`src/rtl/core/mandelbrot_escape_time_unit_macros.svh`:
```
// Assertion macros shared by the escape-time core modules.
// Each macro expects signals named clk and rst_n in the including module.
`ifndef MANDELBROT_ESCAPE_TIME_UNIT_MACROS_SVH
`define MANDELBROT_ESCAPE_TIME_UNIT_MACROS_SVH

// Same-cycle implication, disabled during reset.
`define MET_ASSERT_IMPL(label, ante, cons) \
    label: assert property (@(posedge clk) disable iff (!rst_n) (ante) |-> (cons)) \
        else $error("escape-time core: implication check failed");

// Next-cycle implication, disabled during reset.
`define MET_ASSERT_NEXT(label, ante, cons) \
    label: assert property (@(posedge clk) disable iff (!rst_n) (ante) |=> (cons)) \
        else $error("escape-time core: next-cycle check failed");

`endif

```
`src/rtl/core/met_pkg.sv`:
```
// Shared types and constants for the escape-time core.
// No dependencies; used by the controller, the datapath and the top level.
package met_pkg;

    localparam int CW             = 31;   // width of c_real and c_imag
    localparam int CNTW           = 16;   // width of iteration counts
    localparam int MAX_ITER_RESET = 500;

    typedef enum logic [1:0] {
        S_IDLE,
        S_UPDATE,
        S_SQUARE
    } state_t;

    typedef struct packed {
        logic load;      // take c, clear z
        logic square;    // form re*re, im*im, re*im
        logic update;    // z = z*z + c, count up
        logic capture;   // latch the result
    } cmd_t;

    typedef struct packed {
        logic escape_hit;
        logic limit_hit;
    } status_t;

endpackage

```
`src/rtl/core/met_controller.sv`:
```
// Controller of the escape-time core: sequences load, square and update
// phases and raises the done strobe. Uses met_pkg and the assertion macros.
`include "mandelbrot_escape_time_unit_macros.svh"

module met_controller (
    input  logic             clk,
    input  logic             rst_n,
    input  logic             start,
    output logic             busy,
    output logic             done,
    output met_pkg::cmd_t    cmd,
    input  met_pkg::status_t status
);
    import met_pkg::*;

    state_t state_reg, state_next;
    logic   done_reg, done_next;

    always_ff @(posedge clk or negedge rst_n)
    begin
        if (!rst_n)
        begin
            state_reg <= S_IDLE;
            done_reg  <= 1'b0;
        end
        else
        begin
            state_reg <= state_next;
            done_reg  <= done_next;
        end
    end

    always_comb
    begin
        state_next = state_reg;
        done_next  = 1'b0;
        cmd        = '0;
        case (state_reg)
            S_IDLE:
            begin
                if (start)
                begin
                    cmd.load   = 1'b1;
                    state_next = S_UPDATE;
                end
            end
            S_UPDATE:
            begin
                // test the previous z first, then stop at the limit
                if (status.escape_hit || status.limit_hit)
                begin
                    cmd.capture = 1'b1;
                    done_next   = 1'b1;
                    state_next  = S_IDLE;
                end
                else
                begin
                    cmd.update = 1'b1;
                    state_next = S_SQUARE;
                end
            end
            S_SQUARE:
            begin
                cmd.square = 1'b1;
                state_next = S_UPDATE;
            end
            default:
            begin
                state_next = S_IDLE;
            end
        endcase
    end

    assign busy = (state_reg != S_IDLE);
    assign done = done_reg;

    `MET_ASSERT_NEXT(a_busy_after_accept, start && !busy, busy)
    `MET_ASSERT_IMPL(a_done_after_update, done, $past(state_reg == S_UPDATE))
    `MET_ASSERT_IMPL(a_one_command, 1'b1, $onehot0({cmd.load, cmd.square, cmd.update, cmd.capture}))
    `MET_ASSERT_NEXT(a_square_then_update, state_reg == S_SQUARE, state_reg == S_UPDATE)

endmodule
```
`config.mk`:
```
export PLATFORM = sky130hd
export DESIGN_NAME = met_controller
export DESIGN_NICKNAME = d
export VERILOG_FILES = /design/src/rtl/core/met_pkg.sv /design/src/rtl/core/met_controller.sv
export VERILOG_INCLUDE_DIRS = /design/src /design/src/rtl/core
export SDC_FILE = /design/constraint.sdc
export NUM_CORES = 1
export LEC_CHECK = 0
export BUFFER_PORTS_ARGS = -buffer_cell sky130_fd_sc_hd__buf_4
export CORE_AREA = 4 4 41 43
export DETAILED_ROUTE_END_ITERATION = 10
export DIE_AREA = 0 0 45 47
export SKIP_CTS_REPAIR_TIMING = 1
export SLEW_MARGIN = 25
export SYNTH_ARGS = -nofsm -noshare
export SYNTH_HDL_FRONTEND = slang
export SYNTH_SLANG_ARGS = --single-unit
export TNS_END_PERCENT = 1
```
`constraint.sdc`:
```
create_clock -name clk -period 0.9 [get_ports clk]
set_input_delay 0.18 -clock clk [delete_from_list [all_inputs] [get_ports clk]]
set_output_delay 0.18 -clock clk [all_outputs]
set_load 0.03 [all_outputs]
```
Word-level counts from Yosys, hierarchy flattened:

Index checks and enable logic that the tools add are counted.

* register bits after elaboration: 3
* latch bits: 0
* RAM bits: 0
* bits in read-only memories: 0
* bits of input ports: 5
* output and inout bits: 6
* logic and storage cells: 18
* memories kept: 0

* add/sub/neg operators: 0
* $mul: 0
* divide/modulo/power cells: 0
* $lt $le $gt $ge: 0
* equal/unequal tests: 3
* shift-type cells: 0
* multiplexer cells: 10
* bitwise gates (word level): 0
* reduce and logical (&&, ||, !) cells: 3

Operator list (number)
* $mux 1: 6
* $mux 2: 3
* $pmux 2 s3: 1
* $eq 2x1->1 const B: 1
* $eq 2x2->1 const B: 1
* $logic_not 2->1: 1
* $ne 2x2->1 const B: 1
* $reduce_bool 2->1: 1
* $logic_or 1x1->1: 1

Depth between registers and ports, before layout:

* word-level depth: 3
* gate-level depth with buffers: 3
* gate-level depth less buffers: 2

Worst setup path after synthesis:

Ideal clock, no wire load.

* path type: reg2out
* start: register state_reg[1]
* end: output cmd[1] in the netlist's numbering
* arrival: 1.193 ns
* data required time: 0.720 ns
* setup slack: -0.473 ns
* cell stages (with the launch flop): 3
* path buffers: 0
* cell sequence: dfrtp_1 > nand2b_1 > nor3_1

RTL lines
* from (decl): line met_controller.sv:16 `state_t state_reg, state_next;`
* from (signal assigned): line met_controller.sv:28 `state_reg <= state_next;`
* to (decl): line met_controller.sv:11 `output met_pkg::cmd_t cmd,`

==> metrics.yaml <==
hold_violations: 0
whs_ns: 0.148
fin_area_um2: 309
synthCells: 15
clock-sinks: 3
largest_register_ffs: 2
grt_pass1_wl_um: 634
place.gp.congestion: 0.651
num-fill-cells: 156
syn_to_final_growth_pct: 127
dieArea_um2: 2120
coreArea_um2: 1300
layout-drive-gt1-share_pct: 63.3
ioPinCount: 11
fp-row-count: 13
io_buffers: 10
drc: 0
leakage_nw: 0.151
finalClockSkew_ns: 0.00181
synth.cell_area_um2: 136
max-cap-violations: 0
met2_usage_pct: 6.50
violations: "setup timing"
clockRootBuffer: "clkbuf_4"
die_width_um: 45
finalMaxSlewViolations: 0
crit_required_ns: 0.72
grt_max_degree: 5
dr_total_vias: 153
p_per_area_nw_per_um2: 1770
grt_pass1_vias: 156
setup_viol: 6
htree_levels: 1
grt_overflow: 0
syn_avg_cell_area_um2: 9.09
grt_busiest_layer: "met4"
dpl_cell_area_um2: 249
peakVddDrop_mv: 0.592
critPathMaxFanout: 4
yosys_warnings: 0
synth_seq_area_share_pct: 55.0
dr.pass1.iters: 1
drt_iter0_markers: 0
cts_tree: "built"
grtUsageMet1_pct: 4.12
syn_nets: 20
ant_nets: 0
min_period_over_period_pct: 145
crit_type: "reg2out"
cts_buffer_depth: 2
relSlewSlack_pct: 89.6
grtUsageTotal_pct: 4.83
power_w: 0.000548
finalSetupTns_ns: -1.80
via_per_inst: 3.40
rsz0062_at_grt: "true"
end_kind: "output pin"
final_net_count: 36
grtUsageMet3_pct: 3.07
status: "finished with violations"
antenna_cells: 0
drt-total-wl_um: 375
dpl_worst_slack_ns: -0.193
final_common_cell: "buf_4"
period_minus_slack_ns: 1.31
wl_per_cell_um: 8.33
final_cell_mix: "buf_4, buf_6, nor2_1, clkbuf_4, dfrtp_1"
min_path_type: "in2reg"
die_h_um: 47
critPathArrivalTime_ns: 1.13
clock_latency_ns: 0.23
numCtsBuffers: 3
ys_seq_elements: 3
antenna_found_initial: 0
worst_slew_pin_slew_ns: 0.155
ys_types: 9
hpwl_um: 300
start_kind: "flop"
fmax_mhz: 765
finalWorstSetupSlack_ns: -0.407
clk_pin_slew_ns: 0.04
initial_core_util_pct: 10.5
[through the flow]
| stage | instances | utilization [%] |
|---|---|---|
| after floorplan | 15 | - |
| after detailed placement | 40 | 19.1 |
| final | 45 | 23.8 |
| after global routing | 45 | 23.8 |
| after global placement | 40 | 19.1 |
| after CTS | 44 | 21.2 |
[kinds of logic (layout without fill, tap and decap cells)]
family / count (synthesis) / count (layout) / share of synthesized area, %
buffers and inverters: 2 / 17 / 8.26
DFF: 3 / 3 / 55.0
and+or+nand+nor: 10 / 10 / 36.7
[synthesized netlist by cell type]
library cell	instances	area, um^2
nor2_1	4	15.0
dfrtp_1	3	75.1
nor3_1	2	10.0
buf_4	1	7.51
inv_1	1	3.75
nand2b_1	1	6.26
nor2_2	1	6.26
nor2b_1	1	6.26
or2_1	1	6.26
[cell type report]
class / instances / area (um^2) / share of cell area [%]
well taps: 15 / 18.8 / 6.07
inverters: 1 / 3.75 / 1.21
flip-flops and latches: 3 / 75.1 / 24.3
clock buffers: 4 / 26.3 / 8.50
multi-input cells: 10 / 73.8 / 23.9
repair buffers: 12 / 111 / 36.0
[worst max-delay path: stages (launching register included)]
cell and delay [ns]:
dfrtp_1 0.40, or2_4 0.26, nor2_4 0.10, buf_6 0.13
[worst paths after layout]
kind / startpoint / to / slack (ns) / depth (start not counted)
worst max-delay path: state_reg[0] / cmd[3] / -0.41 / 3
worst min-delay path: status[1] / state_reg[1] / 0.15 / 2
worst max register to register: state_reg[1] / state_reg[1] / 0.06 / 2
worst min register to register: state_reg[0] / state_reg[0] / 0.50 / 1
max in group asynchronous: rst_n / state_reg[1] / 0.52 / 2
min in group asynchronous: rst_n / done / 0.28 / 2
[power breakdown]
group / leakage [nW] / internal (W) / switching [W]
Clock: 0.0150 / 0.000166 / 0.0000687
Sequential: 0.0390 / 0.000146 / 0.00000786
Combinational: 0.0968 / 0.0000739 / 0.0000853
[per-layer routing]
metal	wire, um	vias to the layer above
li1	-	76
met1	129	68
met2	185	9
met3	59	0
met4	0	0
met5	0	-
Power figures use the tool's default switching activity.
